`config.mk`:
```
export PLATFORM = sky130hd
export DESIGN_NAME = perturb_observe_mppt_duty_flat
export DESIGN_NICKNAME = d
export VERILOG_FILES = /design/src/hdl/pom_pkg.sv /design/src/hdl/pom_req_if.sv /design/src/hdl/pom_rsp_if.sv /design/src/hdl/pom_csr_if.sv /design/src/hdl/pom_update.sv /design/src/hdl/perturb_observe_mppt_duty.sv /design/src/flat_wrapper.sv
export SDC_FILE = /design/constraint.sdc
export NUM_CORES = 1
export LEC_CHECK = 0
export ABC_AREA = 1
export BUFFER_PORTS_ARGS = -buffer_cell sky130_fd_sc_hd__buf_2
export CORE_ASPECT_RATIO = 1.4
export CORE_MARGIN = 2
export CORE_UTILIZATION = 65
export CTS_BUF_LIST = sky130_fd_sc_hd__clkbuf_8
export DETAILED_ROUTE_END_ITERATION = 7
export PLACE_DENSITY = 0.84
export SLEW_MARGIN = 30
export SYNTH_ARGS = -nofsm -noshare
export SYNTH_HDL_FRONTEND = slang
export SYNTH_HIERARCHICAL = 1
export SYNTH_SLANG_ARGS = --single-unit
```
`constraint.sdc`:
```
create_clock -name clock -period 8.2 [get_ports clock]
set_clock_uncertainty 0.15 [all_clocks]
set_input_delay 1.23 -clock clock [delete_from_list [all_inputs] [get_ports clock]]
set_output_delay 1.23 -clock clock [all_outputs]
set_load 0.02 [all_outputs]
```
`src/hdl/pom_pkg.sv`:
```
// Shared types, widths and reset constants of the perturb-and-observe duty tracker.
`default_nettype none
package pom_pkg;

   localparam int DUTY_BITS  = 8;
   localparam int DUTY_W     = 8;
   localparam int VOLT_W     = 15;
   localparam int CURR_W     = 13;
   localparam int POWER_W    = 28;
   localparam int LIMIT_W    = 27;
   localparam int STEP_W     = 4;
   localparam int BACKOFF_W  = 6;
   localparam int CSR_IDX_W  = 3;
   localparam int CSR_DATA_W = 27;
   localparam int CALC_W     = DUTY_BITS + 2;

   localparam logic [LIMIT_W-1:0]   POWER_LIMIT_RESET = LIMIT_W'(11000000);
   localparam logic [STEP_W-1:0]    STEP_SIZE_RESET   = STEP_W'(1);
   localparam logic [BACKOFF_W-1:0] BACKOFF_RESET     = BACKOFF_W'(5);
   localparam logic [DUTY_W-1:0]    DUTY_MIN_RESET    = DUTY_W'(10);
   localparam logic [DUTY_W-1:0]    DUTY_MAX_RESET    = DUTY_W'(245);
   localparam logic [DUTY_BITS-1:0] DUTY_RESET        = DUTY_BITS'(30);

   typedef enum logic [CSR_IDX_W-1:0] {
      CSR_POWER_LIMIT = 3'd0,
      CSR_STEP_SIZE   = 3'd1,
      CSR_BACKOFF     = 3'd2,
      CSR_DUTY_MIN    = 3'd3,
      CSR_DUTY_MAX    = 3'd4
   } csr_index_type;

   typedef struct packed {
      logic [LIMIT_W-1:0]   power_limit_uw;
      logic [STEP_W-1:0]    step_size;
      logic [BACKOFF_W-1:0] backoff_step;
      logic [DUTY_W-1:0]    duty_min;
      logic [DUTY_W-1:0]    duty_max;
   } config_type;

   typedef struct packed {
      logic                      trip;
      logic signed [POWER_W-1:0] power;
   } sample_type;

   typedef struct packed {
      logic [DUTY_W-1:0] duty;
      logic              tripped;
      logic              power_limited;
   } result_type;

endpackage
`default_nettype wire

```
`src/hdl/pom_req_if.sv`:
```
// Sample channel interface carrying operation, voltage and current.
`default_nettype none
interface pom_req_if;
   import pom_pkg::*;

   logic                     valid;
   logic                     ready;
   logic                     operation;
   logic [VOLT_W-1:0]        voltage_mv;
   logic signed [CURR_W-1:0] current_ma;

   modport source (output valid, output operation, output voltage_mv, output current_ma,
                   input ready);
   modport sink (input valid, input operation, input voltage_mv, input current_ma,
                 output ready);
endinterface
`default_nettype wire

```
`src/hdl/pom_rsp_if.sv`:
```
// Result channel interface carrying duty and status flags.
`default_nettype none
interface pom_rsp_if;
   import pom_pkg::*;

   logic              valid;
   logic              ready;
   logic [DUTY_W-1:0] duty;
   logic              tripped;
   logic              power_limited;

   modport source (output valid, output duty, output tripped, output power_limited,
                   input ready);
   modport sink (input valid, input duty, input tripped, input power_limited,
                 output ready);
endinterface
`default_nettype wire

```
`src/hdl/pom_csr_if.sv`:
```
// Register write channel interface carrying index and data.
`default_nettype none
interface pom_csr_if;
   import pom_pkg::*;

   logic                  valid;
   logic                  ready;
   logic [CSR_IDX_W-1:0]  index;
   logic [CSR_DATA_W-1:0] data;

   modport source (output valid, output index, output data, input ready);
   modport sink (input valid, input index, input data, output ready);
endinterface
`default_nettype wire

```
`src/hdl/pom_update.sv`:
```
// Tracker state registers and the per-sample duty update with clamp.
`default_nettype none
module pom_update (
   input  wire logic               clock,
   input  wire logic               reset,
   input  wire logic               advance,
   input  wire pom_pkg::sample_type sample,
   input  wire pom_pkg::config_type cfg,
   output pom_pkg::result_type     result
);
   import pom_pkg::*;

   logic [DUTY_BITS-1:0]      duty_ff, duty_in;
   logic                      step_down_ff, step_down_in;
   logic signed [POWER_W-1:0] prev_power_ff, prev_power_in;
   logic                      trip_latch_ff, trip_latch_in;

   logic                      trip_now;
   logic                      over_limit;
   logic                      step_down_next;
   logic signed [POWER_W-1:0] limit_ext;
   logic signed [CALC_W-1:0]  duty_ext;
   logic signed [CALC_W-1:0]  step_ext;
   logic signed [CALC_W-1:0]  backoff_ext;
   logic signed [CALC_W-1:0]  min_ext;
   logic signed [CALC_W-1:0]  max_ext;
   logic signed [CALC_W-1:0]  duty_raw;
   logic signed [CALC_W-1:0]  duty_clamped;

   always_comb begin
      trip_now       = trip_latch_ff | sample.trip;
      limit_ext      = POWER_W'(cfg.power_limit_uw);
      over_limit     = sample.power > limit_ext;
      step_down_next = (sample.power < prev_power_ff) ? ~step_down_ff : step_down_ff;
      duty_ext       = CALC_W'(duty_ff);
      step_ext       = CALC_W'(cfg.step_size);
      backoff_ext    = CALC_W'(cfg.backoff_step);
      min_ext        = CALC_W'(cfg.duty_min);
      max_ext        = CALC_W'(cfg.duty_max);

      if (over_limit) begin
         duty_raw = duty_ext - backoff_ext;
      end else if (step_down_next) begin
         duty_raw = duty_ext - step_ext;
      end else begin
         duty_raw = duty_ext + step_ext;
      end

      if (duty_raw < min_ext) begin
         duty_clamped = min_ext;
      end else if (duty_raw > max_ext) begin
         duty_clamped = max_ext;
      end else begin
         duty_clamped = duty_raw;
      end

      duty_in       = duty_ff;
      step_down_in  = step_down_ff;
      prev_power_in = prev_power_ff;
      trip_latch_in = trip_latch_ff;
      if (advance) begin
         if (trip_now) begin
            trip_latch_in = 1'b1;
         end else begin
            duty_in       = duty_clamped[DUTY_BITS-1:0];
            step_down_in  = over_limit ? step_down_ff : step_down_next;
            prev_power_in = sample.power;
         end
      end

      result.tripped       = trip_now;
      result.power_limited = ~trip_now & over_limit;
      result.duty          = trip_now ? '0 : duty_clamped[DUTY_W-1:0];
   end

   always_ff @(posedge clock) begin
      if (reset) begin
         duty_ff       <= DUTY_RESET;
         step_down_ff  <= 1'b0;
         prev_power_ff <= '0;
         trip_latch_ff <= 1'b0;
      end else begin
         duty_ff       <= duty_in;
         step_down_ff  <= step_down_in;
         prev_power_ff <= prev_power_in;
         trip_latch_ff <= trip_latch_in;
      end
   end

endmodule
`default_nettype wire

```
`src/hdl/perturb_observe_mppt_duty.sv`:
```
// Top level of the perturb-and-observe maximum power point duty tracker.
//
// Samples arrive on req_chan: operation 0 carries bus voltage (mV) and signed
// current (mA), operation 1 is an overvoltage comparator trip. Every accepted
// transaction yields exactly one transaction on rsp_chan with the duty, the
// tripped flag and the over-power flag. Registers are written on csr_chan,
// which is always ready; write them only while no transaction is in flight.
//
// The input stage registers the sample and its power product; the next stage
// compares, steps and clamps the duty against the tracker state registers
// and loads the result register. Each sample passes the input stage register
// and then the result register before it shows on rsp_chan, and one
// transaction is taken every cycle when the receiver keeps ready high. When
// the receiver stalls, the result register holds its transaction and the
// input stage still takes one more sample before req_chan.ready falls.
// Reset clears the pipeline, sets duty to 30, the step direction upward, the
// previous power to zero, clears the trip latch and restores the register
// defaults.
`default_nettype none
module perturb_observe_mppt_duty (
   input wire logic  clock,
   input wire logic  reset,
   pom_req_if.sink   req_chan,
   pom_rsp_if.source rsp_chan,
   pom_csr_if.sink   csr_chan
);
   import pom_pkg::*;

   config_type cfg_ff, cfg_in;
   logic       s1_valid_ff, s1_valid_in;
   sample_type s1_sample_ff, s1_sample_in;
   logic       rsp_valid_ff, rsp_valid_in;
   result_type rsp_result_ff, rsp_result_in;
   result_type result_next;

   logic req_accept;
   logic out_free;
   logic advance;

   assign out_free        = ~rsp_valid_ff | rsp_chan.ready;
   assign advance         = s1_valid_ff & out_free;
   assign req_chan.ready  = ~s1_valid_ff | out_free;
   assign req_accept      = req_chan.valid & req_chan.ready;
   assign csr_chan.ready  = 1'b1;

   always_comb begin
      cfg_in = cfg_ff;
      if (csr_chan.valid) begin
         unique case (csr_index_type'(csr_chan.index))
            CSR_POWER_LIMIT: cfg_in.power_limit_uw = csr_chan.data[LIMIT_W-1:0];
            CSR_STEP_SIZE:   cfg_in.step_size      = csr_chan.data[STEP_W-1:0];
            CSR_BACKOFF:     cfg_in.backoff_step   = csr_chan.data[BACKOFF_W-1:0];
            CSR_DUTY_MIN:    cfg_in.duty_min       = csr_chan.data[DUTY_W-1:0];
            CSR_DUTY_MAX:    cfg_in.duty_max       = csr_chan.data[DUTY_W-1:0];
            default:         cfg_in = cfg_ff;
         endcase
      end
   end

   always_comb begin
      s1_valid_in        = req_accept | (s1_valid_ff & ~advance);
      s1_sample_in       = s1_sample_ff;
      if (req_accept) begin
         s1_sample_in.trip  = req_chan.operation;
         s1_sample_in.power = POWER_W'($signed({1'b0, req_chan.voltage_mv})
                                       * req_chan.current_ma);
      end
      rsp_valid_in  = advance | (rsp_valid_ff & ~rsp_chan.ready);
      rsp_result_in = advance ? result_next : rsp_result_ff;
   end

   pom_update u_update (
      .clock   (clock),
      .reset   (reset),
      .advance (advance),
      .sample  (s1_sample_ff),
      .cfg     (cfg_ff),
      .result  (result_next)
   );

   always_ff @(posedge clock) begin
      if (reset) begin
         cfg_ff.power_limit_uw <= POWER_LIMIT_RESET;
         cfg_ff.step_size      <= STEP_SIZE_RESET;
         cfg_ff.backoff_step   <= BACKOFF_RESET;
         cfg_ff.duty_min       <= DUTY_MIN_RESET;
         cfg_ff.duty_max       <= DUTY_MAX_RESET;
         s1_valid_ff           <= 1'b0;
         rsp_valid_ff          <= 1'b0;
      end else begin
         cfg_ff       <= cfg_in;
         s1_valid_ff  <= s1_valid_in;
         rsp_valid_ff <= rsp_valid_in;
      end
   end

   always_ff @(posedge clock) begin
      s1_sample_ff  <= s1_sample_in;
      rsp_result_ff <= rsp_result_in;
   end

   assign rsp_chan.valid         = rsp_valid_ff;
   assign rsp_chan.duty          = rsp_result_ff.duty;
   assign rsp_chan.tripped       = rsp_result_ff.tripped;
   assign rsp_chan.power_limited = rsp_result_ff.power_limited;

endmodule
`default_nettype wire

```
`src/flat_wrapper.sv`:
```
// flat-port wrapper written by rule: the top's interface ports become plain ports
module perturb_observe_mppt_duty_flat import pom_pkg::*;
  (clock, reset, req_chan_valid, req_chan_operation, req_chan_voltage_mv, req_chan_current_ma, req_chan_ready, rsp_chan_valid, rsp_chan_duty, rsp_chan_tripped, rsp_chan_power_limited, rsp_chan_ready, csr_chan_valid, csr_chan_index, csr_chan_data, csr_chan_ready);
  pom_req_if req_chan_i ();
  pom_rsp_if rsp_chan_i ();
  pom_csr_if csr_chan_i ();
  input wire logic clock;
  input wire logic reset;
  input wire logic [$bits(req_chan_i.valid)-1:0] req_chan_valid;
  input wire logic [$bits(req_chan_i.operation)-1:0] req_chan_operation;
  input wire logic [$bits(req_chan_i.voltage_mv)-1:0] req_chan_voltage_mv;
  input wire logic [$bits(req_chan_i.current_ma)-1:0] req_chan_current_ma;
  output wire logic [$bits(req_chan_i.ready)-1:0] req_chan_ready;
  output wire logic [$bits(rsp_chan_i.valid)-1:0] rsp_chan_valid;
  output wire logic [$bits(rsp_chan_i.duty)-1:0] rsp_chan_duty;
  output wire logic [$bits(rsp_chan_i.tripped)-1:0] rsp_chan_tripped;
  output wire logic [$bits(rsp_chan_i.power_limited)-1:0] rsp_chan_power_limited;
  input wire logic [$bits(rsp_chan_i.ready)-1:0] rsp_chan_ready;
  input wire logic [$bits(csr_chan_i.valid)-1:0] csr_chan_valid;
  input wire logic [$bits(csr_chan_i.index)-1:0] csr_chan_index;
  input wire logic [$bits(csr_chan_i.data)-1:0] csr_chan_data;
  output wire logic [$bits(csr_chan_i.ready)-1:0] csr_chan_ready;
  assign req_chan_i.valid = req_chan_valid;
  assign req_chan_i.operation = req_chan_operation;
  assign req_chan_i.voltage_mv = req_chan_voltage_mv;
  assign req_chan_i.current_ma = req_chan_current_ma;
  assign req_chan_ready = req_chan_i.ready;
  assign rsp_chan_valid = rsp_chan_i.valid;
  assign rsp_chan_duty = rsp_chan_i.duty;
  assign rsp_chan_tripped = rsp_chan_i.tripped;
  assign rsp_chan_power_limited = rsp_chan_i.power_limited;
  assign rsp_chan_i.ready = rsp_chan_ready;
  assign csr_chan_i.valid = csr_chan_valid;
  assign csr_chan_i.index = csr_chan_index;
  assign csr_chan_i.data = csr_chan_data;
  assign csr_chan_ready = csr_chan_i.ready;
  perturb_observe_mppt_duty u_core (.clock(clock), .reset(reset), .req_chan(req_chan_i), .rsp_chan(rsp_chan_i), .csr_chan(csr_chan_i));
endmodule
```
# ---- Word-level counts from Yosys, hierarchy flattened
# Cells that the tools add are included.
dict set report word_totals {
  reg_bits 132
  input_bits 64
  wordCells 59
}
dict set report op_classes {
  n_lt_le_gt_ge 4
  n_mux 5
  n_reduce_logical 9
  n_eq_ne 4
  bitwise_logic 17
  mul 1
  add_sub_neg 3
}
# operator count
set ops {}
lappend ops {{$gt A28 B28 Y1} 1}
lappend ops {{$lt A28 B28 Y1} 1}
lappend ops {{$mul A16 B13 Y28} 1}
lappend ops {{$mux W10} 2}
lappend ops {{$mux W8} 2}
lappend ops {{$reduce_and A2 Y1} 7}
lappend ops {{$gt A10 B9 Y1} 1}
lappend ops {{$lt A10 B9 Y1} 1}
lappend ops {{$add A8 B4 Y9} 1}
lappend ops {{$sub A8 B4 Y9} 1}
lappend ops {{$sub A8 B6 Y9} 1}
lappend ops {{$not A1 Y1} 7}
lappend ops {{$eq A3 B2 Y1 const B} 2}
lappend ops {{$and A1 B1 Y1} 5}
lappend ops {{$or A1 B1 Y1} 5}
lappend ops {{$eq A3 B1 Y1 const B} 1}
lappend ops {{$eq A3 B3 Y1 const B} 1}
lappend ops {{$logic_not A3 Y1} 1}
lappend ops {{$reduce_and A3 Y1} 1}
lappend ops {{$mux W1} 1}

# ---- Depth between registers and ports, before layout
# Gate-level depths: netlist (run 1).
dict set report logic_depth {
  word_depth 7
  ltp_mapped 33
  ltp_nobuf 31
}

# ---- Hierarchy
# The synthesis (run 1) kept the hierarchy.
# mod seq_area_each_um2 instances cells_per_inst area_each_um2
set modules_own_cells {}
lappend modules_own_cells {perturb_observe_mppt_duty 2272.2 1 1272 10143.5}
lappend modules_own_cells {pom_update 760.7 1 674 4375.4}

# ---- Least setup slack after synthesis (run 1)
# Ideal clock, no wire load.
dict set report synth_timing {
  path_kind {in2reg}
  start {input port req_chan_current_ma[12]}
  end {register u_core/s1_sample_ff[17] in the netlist's numbering, data pin}
  arrival_time_ns 5.832
  path_stages 20
  setup_ns 0.259
  setup_slack_ns 1.959
  n_path_buf 1
  t_required_ns 7.791
  path_cell_list {inv_1 -> clkbuf_1 -> or2_2 -> fa_1 -> fa_1 -> inv_1 -> fa_1 -> fa_1 -> fa_1 -> fa_1 -> ha_1 -> nand2_1 -> inv_1 -> nand2_1 -> nand2_1 -> inv_1 -> nand2_2 -> nand2_1 -> nand2_1 -> xor2_1}
}
dict set report synth_between {
  elab_chain_cells 1
}
# item line
set synth_rtl {}
lappend synth_rtl {{start: declaration} flat_wrapper.sv:12} ;# input wire logic [$bits(req_chan_i.current_ma)-1:0] req_chan_current_ma;
lappend synth_rtl {{$mul A16 B13 Y28} perturb_observe_mppt_duty.sv:66} ;# * req_chan.current_ma);
lappend synth_rtl {{end signal: assignment} perturb_observe_mppt_duty.sv:98} ;# s1_sample_ff <= s1_sample_in;
lappend synth_rtl {{end: declaration} perturb_observe_mppt_duty.sv:31} ;# sample_type s1_sample_ff, s1_sample_in;
# No other way between the ends.
# A chain may end at the register's enable or synchronous reset.

# ---- Worst setup path after layout (run 1)
dict set report layout_timing {
  start {input port req_chan_current_ma[12]}
  end {register u_core/s1_sample_ff[23] in the netlist's numbering, data pin}
}
# Same word-level chain as after synthesis.

==> flow_metrics.env, run 1 <==
export IMPL_hold_class="flop to flop"
export IMPL_cts_tree="yes"
export IMPL_fmax_ghz=0.162
export IMPL_worstPathRequired_ns=8.28
export IMPL_grt_pass1_vias=12824
export IMPL_ys_ff_latch=132
export IMPL_p_comb_share_pct=71.9
export IMPL_initial_core_util_pct=66.4
export IMPL_wl_mm=35.7
export IMPL_h_tree_depth=4
export IMPL_grt_max_degree=64
export IMPL_synthArstFlopShare_pct=0
export IMPL_period_share_pct=75.3
export IMPL_post_cts_buffers=0
export IMPL_grt_usage_pct=31.4
export IMPL_placed_cells_incl_taps=2266
export IMPL_core_mm2=0.0219
export IMPL_period_minus_slack_ns=6.17
export IMPL_ios=77
export IMPL_relSlewSlack_pct=44.1
export IMPL_startpoint_type="input pin"
export IMPL_dieArea_mm2=0.0236
export IMPL_rsz0062_at_grt="false"
export IMPL_status="completed"
export IMPL_p_clk_share_pct=10.2
export IMPL_synth_top_area_share_pct=20.1
export IMPL_endpoint_kind="flop"
export IMPL_syn_instance_count=1946
export IMPL_cts_sinks=132
export IMPL_ir_drop_v=0.000395
export IMPL_p_int_mw=2.71
export IMPL_die_y_um=181
export IMPL_num_antenna_cells=0
export IMPL_hold_buffers=0
export IMPL_p_per_area_mw_per_mm2=367
export IMPL_worstPathArrival_ns=6.25
export IMPL_synth_area_mm2=0.0145
export IMPL_sequentialPowerShare_pct=18.0
export IMPL_worstMarginPinSlew_ns=0.837
export IMPL_first_pass_iters=5
export IMPL_leakage_nw=8.67
export IMPL_p_sw_mw=2.96
export IMPL_syn_area_per_cell_um2=7.46
export IMPL_drc=0
export IMPL_numPortBuffers=75
export IMPL_synth_nets=2335
export IMPL_cts_buffer_depth=2
export IMPL_drt_vias_per_instance=5.45
export IMPL_place_area_mm2=0.0150
export IMPL_place_ws_ns=1.57
export IMPL_area_growth_pct=6.45
export IMPL_ant_nets=0
export IMPL_ys_seq_area_share_pct=20.9
export IMPL_final_max_slew_violation_count=0
export IMPL_vias=12534
export IMPL_rows=64
export IMPL_cts_root_buf="clkbuf_8"
export IMPL_synthTopCellsByArea="fa_1 (20%), ha_1 (15%), nand2_1 (13%)"
export IMPL_finish_instance_area_mm2=0.0155
export IMPL_clk_latency_ns=0.46
export IMPL_cts_clk_slew_worst_paths_ns=0.08
export IMPL_crit_fanout=16
export IMPL_cts_inserted_buffers=17
export IMPL_cts_repair_resized=0
export IMPL_p_total_mw=5.67
export IMPL_synth_common_cells="nand2_1 (512), inv_1 (426), ha_1 (179), fa_1 (146), nor2_1 (140)"
export IMPL_post_dp_hpwl_mm=28.7
export IMPL_setup_violations=0
export IMPL_fin_cells=2298
export IMPL_synth_edff_count=39
export IMPL_synth_top_cell_by_area="fa_1"
export IMPL_synth_distinct_cells=43
export IMPL_synth_flop_cell="dfxtp_1"
export IMPL_gr_total_overflow=0
export IMPL_antenna_found_initial=0
export IMPL_maxCapViolations=0
export IMPL_worst_slack_ns=2.03
export IMPL_nNetsFinal=2377
export IMPL_setup_tns_ns=0
export IMPL_grt_pass1_wl_mm=58.6
export IMPL_drt_first_iter_violations=764
export IMPL_gp_congestion=0.952
export IMPL_die_w_um=130
export IMPL_power_switching_share_pct=52.2
export IMPL_synthMostInstantiatedCell="nand2_1"
export IMPL_wl_per_cell_um=15.6
export IMPL_yosys_warnings=6
export IMPL_crit_type="input pin to flop"
export IMPL_finalHoldViolations=0
export IMPL_drive_above_1_share_pct=7.55
-- final cells by class --
type | instances | area [µm²]
clock inverter | 14 | 163
inverter | 431 | 1620
clock buffer | 18 | 248
sequential | 132 | 3030
multi-input combinational | 1329 | 9630
fill | 1788 | 6410
tap | 297 | 372
timing repair buffer | 77 | 390
-- layer usage --
layer / up-vias / wire, µm / share of wire, % / global-route usage, %
met2: 510 / 18800 / 53 / 57.4
met1: 5867 / 13100 / 37 / 33.9
met4: 0 / 2090 / 5.8 / 17.8
met5: - / 0 / 0 / 0
li1: 6004 / - / - / -
met3: 153 / 1720 / 4.8 / 4.44
-- critical path: stages --
cell	delay, ns
buf_2	0.13
inv_1	0.22
or2_2	0.38
fa_1	0.51
fa_1	0.55
inv_1	0.05
fa_1	0.50
fa_1	0.53
fa_1	0.59
fa_1	0.43
ha_1	0.38
nand2_1	0.12
nor2_2	0.19
nand3_1	0.11
nand3b_1	0.13
nand2_1	0.08
nand3_1	0.07
nand2_1	0.05
-- path summary, 6_finish.rpt --
check	from	slack, ns	endpoint	cells after the start
min reg2reg	u_core/cfg_ff[49]$_SDFFE_PP1P_	0.31	u_core/cfg_ff[49]$_SDFFE_PP1P_	2
min	u_core/cfg_ff[49]$_SDFFE_PP1P_	0.31	u_core/cfg_ff[49]$_SDFFE_PP1P_	2
max	req_chan_current_ma[12]	2.03	u_core/s1_sample_ff[23]$_DFFE_PP_	18
max reg2reg	u_core/s1_sample_ff[27]$_DFFE_PP_	3.48	u_core/rsp_chan.duty[0]$_DFFE_PP_	25
-- sequential cells by signal (all words and copies together) (netlist names) --
name / count
u_core/s1_sample_ff: 29
u_core/rsp_chan.valid: 1
u_core/u_update/prev_power_ff: 28
u_core/u_update/trip_latch_ff: 1
u_core/s1_valid_ff: 1
u_core/rsp_chan.duty: 8
u_core/rsp_chan.tripped: 1
u_core/u_update/duty_ff: 8
u_core/cfg_ff: 53
u_core/u_update/step_down_ff: 1
u_core/rsp_chan.power_limited: 1
-- cells in the final DEF, fill, tap and decap left out, drive strengths merged, types with 3 or more instances in the layout --
cell / instances
fa: 146
edfxtp: 39
nand3b: 3
nand2: 523
clkbuf: 18
clkinv: 7
buf: 77
dfxtp: 93
a21o: 5
xnor2: 3
nand3: 81
inv: 432
bufinv: 3
or2: 10
ha: 179
xor2: 21
nor2: 150
o21ai: 75
nand4: 17
a21oi: 94
clkinvlp: 3
nor3: 6
-- kinds of logic (layout without fill, tap and decap cells) --
logic type               count (synthesis)  after routing  share of synthesized area [%]
XOR/XNOR                                24             24                           1.45
flip-flops                             132            132                           20.9
other                                    1              1                         0.0258
buffers and inverters                  485            540                           12.8
multiplexers                             1              1                         0.0689
AND/OR/NAND/NOR                        792            792                           22.5
AO/OA/AOI/OAI                          186            186                           6.76
adder cells (fa/ha/maj)                325            325                           35.6
-- power groups by stage --
stage | logic [mW] | registers, mW | clock network, mW
final | 4.07 | 1.02 | 0.576
after global routing | 4.63 | 1.03 | 0.609
after CTS | 4.04 | 1.02 | 0.584
after detailed placement | 4.01 | 1.03 | 0
after global placement | 3.90 | 1.03 | 0
after floorplan | 3.02 | 0.993 | 0
-- metrics by stage --
stage          hold slack, ns  util (%)
5_1_grt                 0.336      70.7
6_report                0.309      70.7
3_5_place_dp            0.292      68.8
4_1_cts                 0.312      70.7
3_3_place_gp            0.290      68.8
2_1_floorplan           0.279         -
No activity file was read; power rests on OpenSTA's default activity.
==> inputs of run 2 (changes only) <==
- clock period: 8.2 -> 5.8 ns (I/O delays scaled with it)
==> run 2 against run 1 <==
Effect of this change: final cell count grew 2.5%; worst hold slack gained 0.0016 ns; core utilization grew 2.0 points; count of clock-buffer cells in the layout shrank 1; global-route usage grew 0.54 points; die area is the same; via count shrank 0.23%; register-to-register slack lost 2.6 ns; first-iteration DRC count shrank 9.9%; sequential power grew 41%; non-clock buffer count grew 58; total power grew 53%.
==> flow_metrics.env, run 2 (synthesis gave the netlist of run 1 again) <==
export IMPL_place_ws_ns=-0.265
export IMPL_cts_buffer_depth=2
export IMPL_rows=64
export IMPL_cts_clk_slew_worst_paths_ns=0.08
export IMPL_drt_first_iter_violations=688
export IMPL_core_mm2=0.0219
export IMPL_worst_slack_ns=0.173
export IMPL_p_per_area_mw_per_mm2=547
export IMPL_crit_type="input pin to flop"
export IMPL_critPathSlowestCell="fa_1"
export IMPL_grt_pass1_wl_mm=59.4
export IMPL_die_y_um=181
export IMPL_crit_top_cell="fa_1"
export IMPL_setup_violations=0
export IMPL_finalHoldViolations=0
export IMPL_first_pass_iters=5
export IMPL_ant_nets=0
export IMPL_rsz0062_at_grt="false"
export IMPL_dieArea_mm2=0.0236
export IMPL_wl_mm=36.1
export IMPL_num_antenna_cells=0
export IMPL_period_minus_slack_ns=5.63
export IMPL_fillers=1781
export IMPL_drc=0
export IMPL_cp_cell_sequence="buf_2 > inv_1 > or2_2 > fa_1 > fa_1 > inv_1 > fa_1 > fa_1 > fa_1 > fa_1 > ha_4 > nand2_1 > nor2_2 > nand3_1 > nand3b_1 > nand2_1 > nand3_1 > nand2_1"
export IMPL_antenna_found_initial=0
export IMPL_grt_usage_pct=31.9
export IMPL_hold_buffers=0
export IMPL_nNetsFinal=2435
export IMPL_initial_core_util_pct=66.4
export IMPL_grt_pass1_vias=12921
export IMPL_grt_max_degree=64
export IMPL_endpoint_kind="flop"
export IMPL_startpoint_type="input pin"
export IMPL_hold_class="flop to flop"
export IMPL_placed_cells_incl_taps=2324
export IMPL_reg_top3="u_core/cfg_ff x53, u_core/s1_sample_ff x29, u_core/u_update/prev_power_ff x28"
export IMPL_fin_cells=2356
export IMPL_vias=12505
export IMPL_maxCapViolations=0
export IMPL_largest_reg_flops=53
export IMPL_area_growth_pct=9.44
export IMPL_gr_total_overflow=0
export IMPL_clk_latency_ns=0.46
export IMPL_post_dp_hpwl_mm=29.5
export IMPL_leakage_nw=8.94
export IMPL_drive_above_1_share_pct=10.0
export IMPL_cts_inserted_buffers=17
export IMPL_gp_congestion=0.953
export IMPL_cts_root_buf="clkbuf_8"
export IMPL_fmax_ghz=0.178
export IMPL_ir_drop_v=0.000473
export IMPL_post_cts_buffers=0
export IMPL_cts_sinks=132
export IMPL_top_register="u_core/cfg_ff"
export IMPL_layout_cells_most_common="nand2_1"
export IMPL_cpPeakStageDelay_ns=0.56
export IMPL_numPortBuffers=75
export IMPL_drt_vias_per_instance=5.31
export IMPL_relSlewSlack_pct=49.0
export IMPL_wl_per_cell_um=15.3
export IMPL_cts_repair_resized=0
export IMPL_most_common_layout_cells="nand2_1 (512), inv_1 (427), ha_1 (178), fa_1 (146), nor2_1 (140)"
export IMPL_cts_tree="yes"
export IMPL_die_w_um=130
export IMPL_worstPathRequired_ns=5.87
export IMPL_final_max_slew_violation_count=0
export IMPL_worstMarginPinSlew_ns=0.764
export IMPL_final_util_pct=72.7
export IMPL_period_share_pct=97.0
export IMPL_status="completed"
export IMPL_h_tree_depth=4
export IMPL_ios=77
export IMPL_crit_fanout=8
export IMPL_worstPathArrival_ns=5.69
## run 2: cell count changes in the layout (fill, tap and decap cells not counted)
cell / before / now
buf_4: 2 / 60
clkinv_4: 3 / 2
inv_1: 426 / 427
clkbuf_8: 18 / 17
clkinv_1: 0 / 3
clkinv_2: 4 / 2
inv_6: 0 / 1
ha_1: 179 / 178
ha_4: 0 / 1
inv_2: 6 / 5
## run 2: where the power goes
group | internal (mW) | switching, mW | leakage, nW | total [mW]
logic | 2.64 | 3.81 | 7.61 | 6.45
clock network | 0.419 | 0.380 | 0.196 | 0.799
registers | 1.31 | 0.138 | 1.14 | 1.44
## run 2: final timing paths
path	from	to	slack [ns]	cells past startpoint
worst max-delay path	req_chan_current_ma[12]	u_core/s1_sample_ff[23]$_DFFE_PP_	0.17	18
worst min-delay path	u_core/u_update/prev_power_ff[12]$_SDFFE_PP0P_	u_core/u_update/prev_power_ff[12]$_SDFFE_PP0P_	0.31	2
worst max register to register	u_core/s1_sample_ff[19]$_DFFE_PP_	u_core/rsp_chan.duty[0]$_DFFE_PP_	0.85	24
worst min register to register	u_core/u_update/prev_power_ff[12]$_SDFFE_PP0P_	u_core/u_update/prev_power_ff[12]$_SDFFE_PP0P_	0.31	2
## run 2: routing by layer
metal	track usage, %	part of all wire (%)
met4	15.8	5.0
met1	34.2	37
met5	0	0
met2	60.0	54
met3	4.18	3.7
## run 2: critical path: cells and delay by family
family / cells / cell delay (ns)
fa+ha+maj: 7 / 3.43
simple gates: 8 / 1.10
buf+inv: 3 / 0.29
## run 2: final cells by class
type	count	area [µm²]	area share, %
Multi-Input combinational cell	1329	9640	60.7
Sequential cell	132	3030	19.1
Inverter	431	1620	10.2
Timing Repair Buffer	135	826	5.20
Tap cell	297	372	2.34
Clock buffer	17	234	1.47
Clock inverter	15	164	1.03
## run 2: stage by stage
stage                     hold WS [ns]  total power, mW  setup TNS, ns  cell area (µm²)
final                            0.311             8.69              0            15900
after global routing             0.328             9.62              0            15900
after CTS                        0.313             8.71              0            15900
after detailed placement         0.294             7.85          -2.90            15500
after global placement           0.291             7.71          -1.77            15500
after floorplan                  0.279             5.72              0            14500
==> inputs of run 3 (changes only) <==
- SYNTH_HIERARCHICAL: 1 -> not set
==> run 3 against run 2 <==
Effect of this change: core utilization up 2.8 points; synthesized cell count decreased by 9.0%; synthesized area fell by 3.5%; non-clock buffer count up 52.
==> flow_metrics.env, run 3 <==
export IMPL_drt_vias_per_instance=5.49
export IMPL_drc=0
export IMPL_synth_top_area_share_pct=20.9
export IMPL_relSlewSlack_pct=38.1
export IMPL_nNetsFinal=2313
export IMPL_p_int_mw=5.06
export IMPL_synth_common_cells="nand2_1 (430), inv_1 (404), ha_1 (179), fa_1 (146), a21oi_1 (101)"
export IMPL_syn_area_per_cell_um2=7.91
export IMPL_final_util_pct=75.5
export IMPL_syn_instance_count=1771
export IMPL_p_comb_share_pct=74.1
export IMPL_synth_edff_count=39
export IMPL_crit_type="input pin to flop"
export IMPL_cts_tree="yes"
export IMPL_initial_core_util_pct=66.0
export IMPL_drive_above_1_share_pct=14.8
export IMPL_period_minus_slack_ns=5.73
export IMPL_worstPathRequired_ns=5.85
export IMPL_dieArea_mm2=0.0228
export IMPL_cts_inserted_buffers=17
export IMPL_power_switching_share_pct=44.9
export IMPL_first_pass_iters=5
export IMPL_ys_seq_area_share_pct=21.7
export IMPL_leakage_nw=8.70
export IMPL_setup_violations=0
export IMPL_rsz0062_at_grt="true"
export IMPL_crit_top_cell="fa_1"
export IMPL_place_ws_ns=-0.371
export IMPL_synthMostInstantiatedCell="nand2_1"
export IMPL_yosys_warnings=0
export IMPL_h_tree_depth=4
export IMPL_rows=63
export IMPL_hold_class="flop to flop"
export IMPL_synth_flop_cell="dfxtp_1"
export IMPL_cp_cell_sequence="buf_2 > buf_4 > nand2_1 > inv_1 > fa_1 > inv_1 > fa_1 > inv_1 > fa_1 > fa_1 > fa_1 > ha_1 > ha_1 > nand2_1 > nor2_1 > a211oi_1 > o31ai_2 > a21o_1 > nand3_1 > nand2_2 > nand3_1 > nand2_1 > xor2_1"
export IMPL_ir_drop_v=0.000423
export IMPL_cpLargestDelayFamily="adder cells"
export IMPL_post_dp_hpwl_mm=27.9
export IMPL_grt_pass1_vias=12301
export IMPL_endpoint_kind="flop"
export IMPL_grt_pass1_wl_mm=55.9
export IMPL_worstPathArrival_ns=5.79
export IMPL_grt_usage_pct=31.3
export IMPL_status="completed"
export IMPL_crit_fanout=6
export IMPL_synth_distinct_cells=50
export IMPL_most_common_layout_cells="nand2_1 (424), inv_1 (399), ha_1 (174), fa_1 (146), buf_4 (112)"
export IMPL_largest_reg_flops=53
export IMPL_p_clk_share_pct=10.3
export IMPL_numPortBuffers=75
export IMPL_cts_buffer_depth=2
export IMPL_startpoint_type="input pin"
export IMPL_area_growth_pct=14.3
export IMPL_antenna_found_initial=0
export IMPL_p_total_mw=9.18
export IMPL_fmax_ghz=0.174
export IMPL_wl_mm=34.5
export IMPL_cts_root_buf="clkbuf_8"
export IMPL_layout_cells_most_common="nand2_1"
export IMPL_worstMarginPinSlew_ns=0.928
export IMPL_worst_slack_ns=0.0664
export IMPL_ios=77
export IMPL_reg_top3="u_core.cfg_ff x53, u_core.s1_sample_ff x29, u_core.u_update.prev_power_ff x28"
export IMPL_p_per_area_mw_per_mm2=573
export IMPL_fillers=1452
export IMPL_drt_first_iter_violations=540
export IMPL_clk_latency_ns=0.45
export IMPL_cts_sinks=132
export IMPL_grt_max_degree=53
export IMPL_gr_total_overflow=0
export IMPL_sequentialPowerShare_pct=15.6
export IMPL_period_share_pct=98.9
export IMPL_ys_ff_latch=132
export IMPL_ant_nets=0
export IMPL_top_register="u_core.cfg_ff"
export IMPL_path_buf_inv=5
export IMPL_cts_clk_slew_worst_paths_ns=0.08
export IMPL_vias=12052
export IMPL_wl_per_cell_um=15.7
export IMPL_synthArstFlopShare_pct=0
export IMPL_critPathSlowestCell="fa_1"
export IMPL_die_w_um=128
export IMPL_synth_nets=2160
export IMPL_core_mm2=0.0212
export IMPL_gp_congestion=0.968
export IMPL_die_y_um=178
export IMPL_synth_area_mm2=0.0140
export IMPL_num_antenna_cells=0
export IMPL_synth_top_cell_by_area="fa_1"
export IMPL_finalHoldViolations=0
export IMPL_final_max_slew_violation_count=0
export IMPL_p_sw_mw=4.12
export IMPL_cpPeakStageDelay_ns=0.56
export IMPL_synthTopCellsByArea="fa_1 (21%), ha_1 (16%), dfxtp_1 (13%)"
export IMPL_maxCapViolations=0
export IMPL_setup_tns_ns=0
-- run 3: changes by cell type after synthesis, sizes merged, moves of 6 or more --
| cell | delta |
|---|---|
| nor2 | -79 |
| nand2 | -76 |
| nand3 | -42 |
| inv | -25 |
| o211ai | +16 |
| nand4 | -11 |
| o21ai | +11 |
| xnor2 | +8 |
| a21oi | +7 |
| buf | -6 |
-- run 3: final cells by class --
| cell class | instances | area, µm² | area share [%] |
|---|---|---|---|
| Multi-Input combinational cell | 1180 | 9370 | 58.5 |
| Sequential cell | 132 | 3030 | 18.9 |
| Inverter | 406 | 1530 | 9.54 |
| Timing Repair Buffer | 187 | 1270 | 7.92 |
| Tap cell | 260 | 325 | 2.03 |
| Clock buffer | 18 | 248 | 1.55 |
| Clock inverter | 14 | 235 | 1.47 |
-- run 3: final timing paths --
path,end,slack [ns],cells after the start,from
setup reg to reg,u_core.rsp_chan.duty[4]$_SDFFCE_PN0P_,1.18,28,u_core.s1_sample_ff[6]$_DFFE_PP_
hold / removal,u_core.cfg_ff[27]$_SDFFE_PP0P_,0.31,2,u_core.cfg_ff[27]$_SDFFE_PP0P_
setup / recovery,u_core.s1_sample_ff[24]$_DFFE_PP_,0.07,23,req_chan_voltage_mv[7]
hold reg to reg,u_core.cfg_ff[27]$_SDFFE_PP0P_,0.31,2,u_core.cfg_ff[27]$_SDFFE_PP0P_
-- run 3: through the flow --
stage,instance area (µm²),hold WS [ns],cells
after CTS,15900,0.318,2194
after global placement,15400,0.299,2162
after global routing,16000,0.342,2197
after floorplan,14100,0.279,1771
after detailed placement,15400,0.307,2162
final,16000,0.314,2197
-- run 3: kinds of logic after synthesis --
group,count (synthesis),synth area share (%)
other,1,0.0268
XOR/XNOR,37,2.31
buffers and inverters,459,12.5
flip-flops,132,21.7
adder cells (fa/ha/maj),325,36.9
AO/OA/AOI/OAI,235,9.26
AND/OR/NAND/NOR,582,17.4
-- run 3: tightest hold or removal path, stage by stage, from the launching register on --
cell and delay, ns:
dfxtp_1 0.30, inv_1 0.06, a21oi_1 0.06
-- run 3: repair_timing --
item                       CTS  global route
gates resized for setup      0            35
setup buffers                0             3
setup endpoints to repair    0             8
hold buffers                 0             0
-- run 3: power by group through the flow --
stage,Sequential [mW],Clock [mW],Combinational [mW]
after global placement,1.44,0,6.11
final,1.43,0.943,6.80
after global routing,1.45,0.984,7.58
after detailed placement,1.45,0,6.37
after CTS,1.43,0.946,6.45
after floorplan,1.42,0,4.07
-- run 3: layer usage --
layer / track usage, % / up-vias / part of all wire [%]
met1: 31.2 / 5672 / 35
met3: 4.61 / 176 / 5.0
met5: 0 / - / 0
met4: 21.2 / 0 / 7.3
li1: - / 5757 / -
met2: 59.1 / 447 / 53
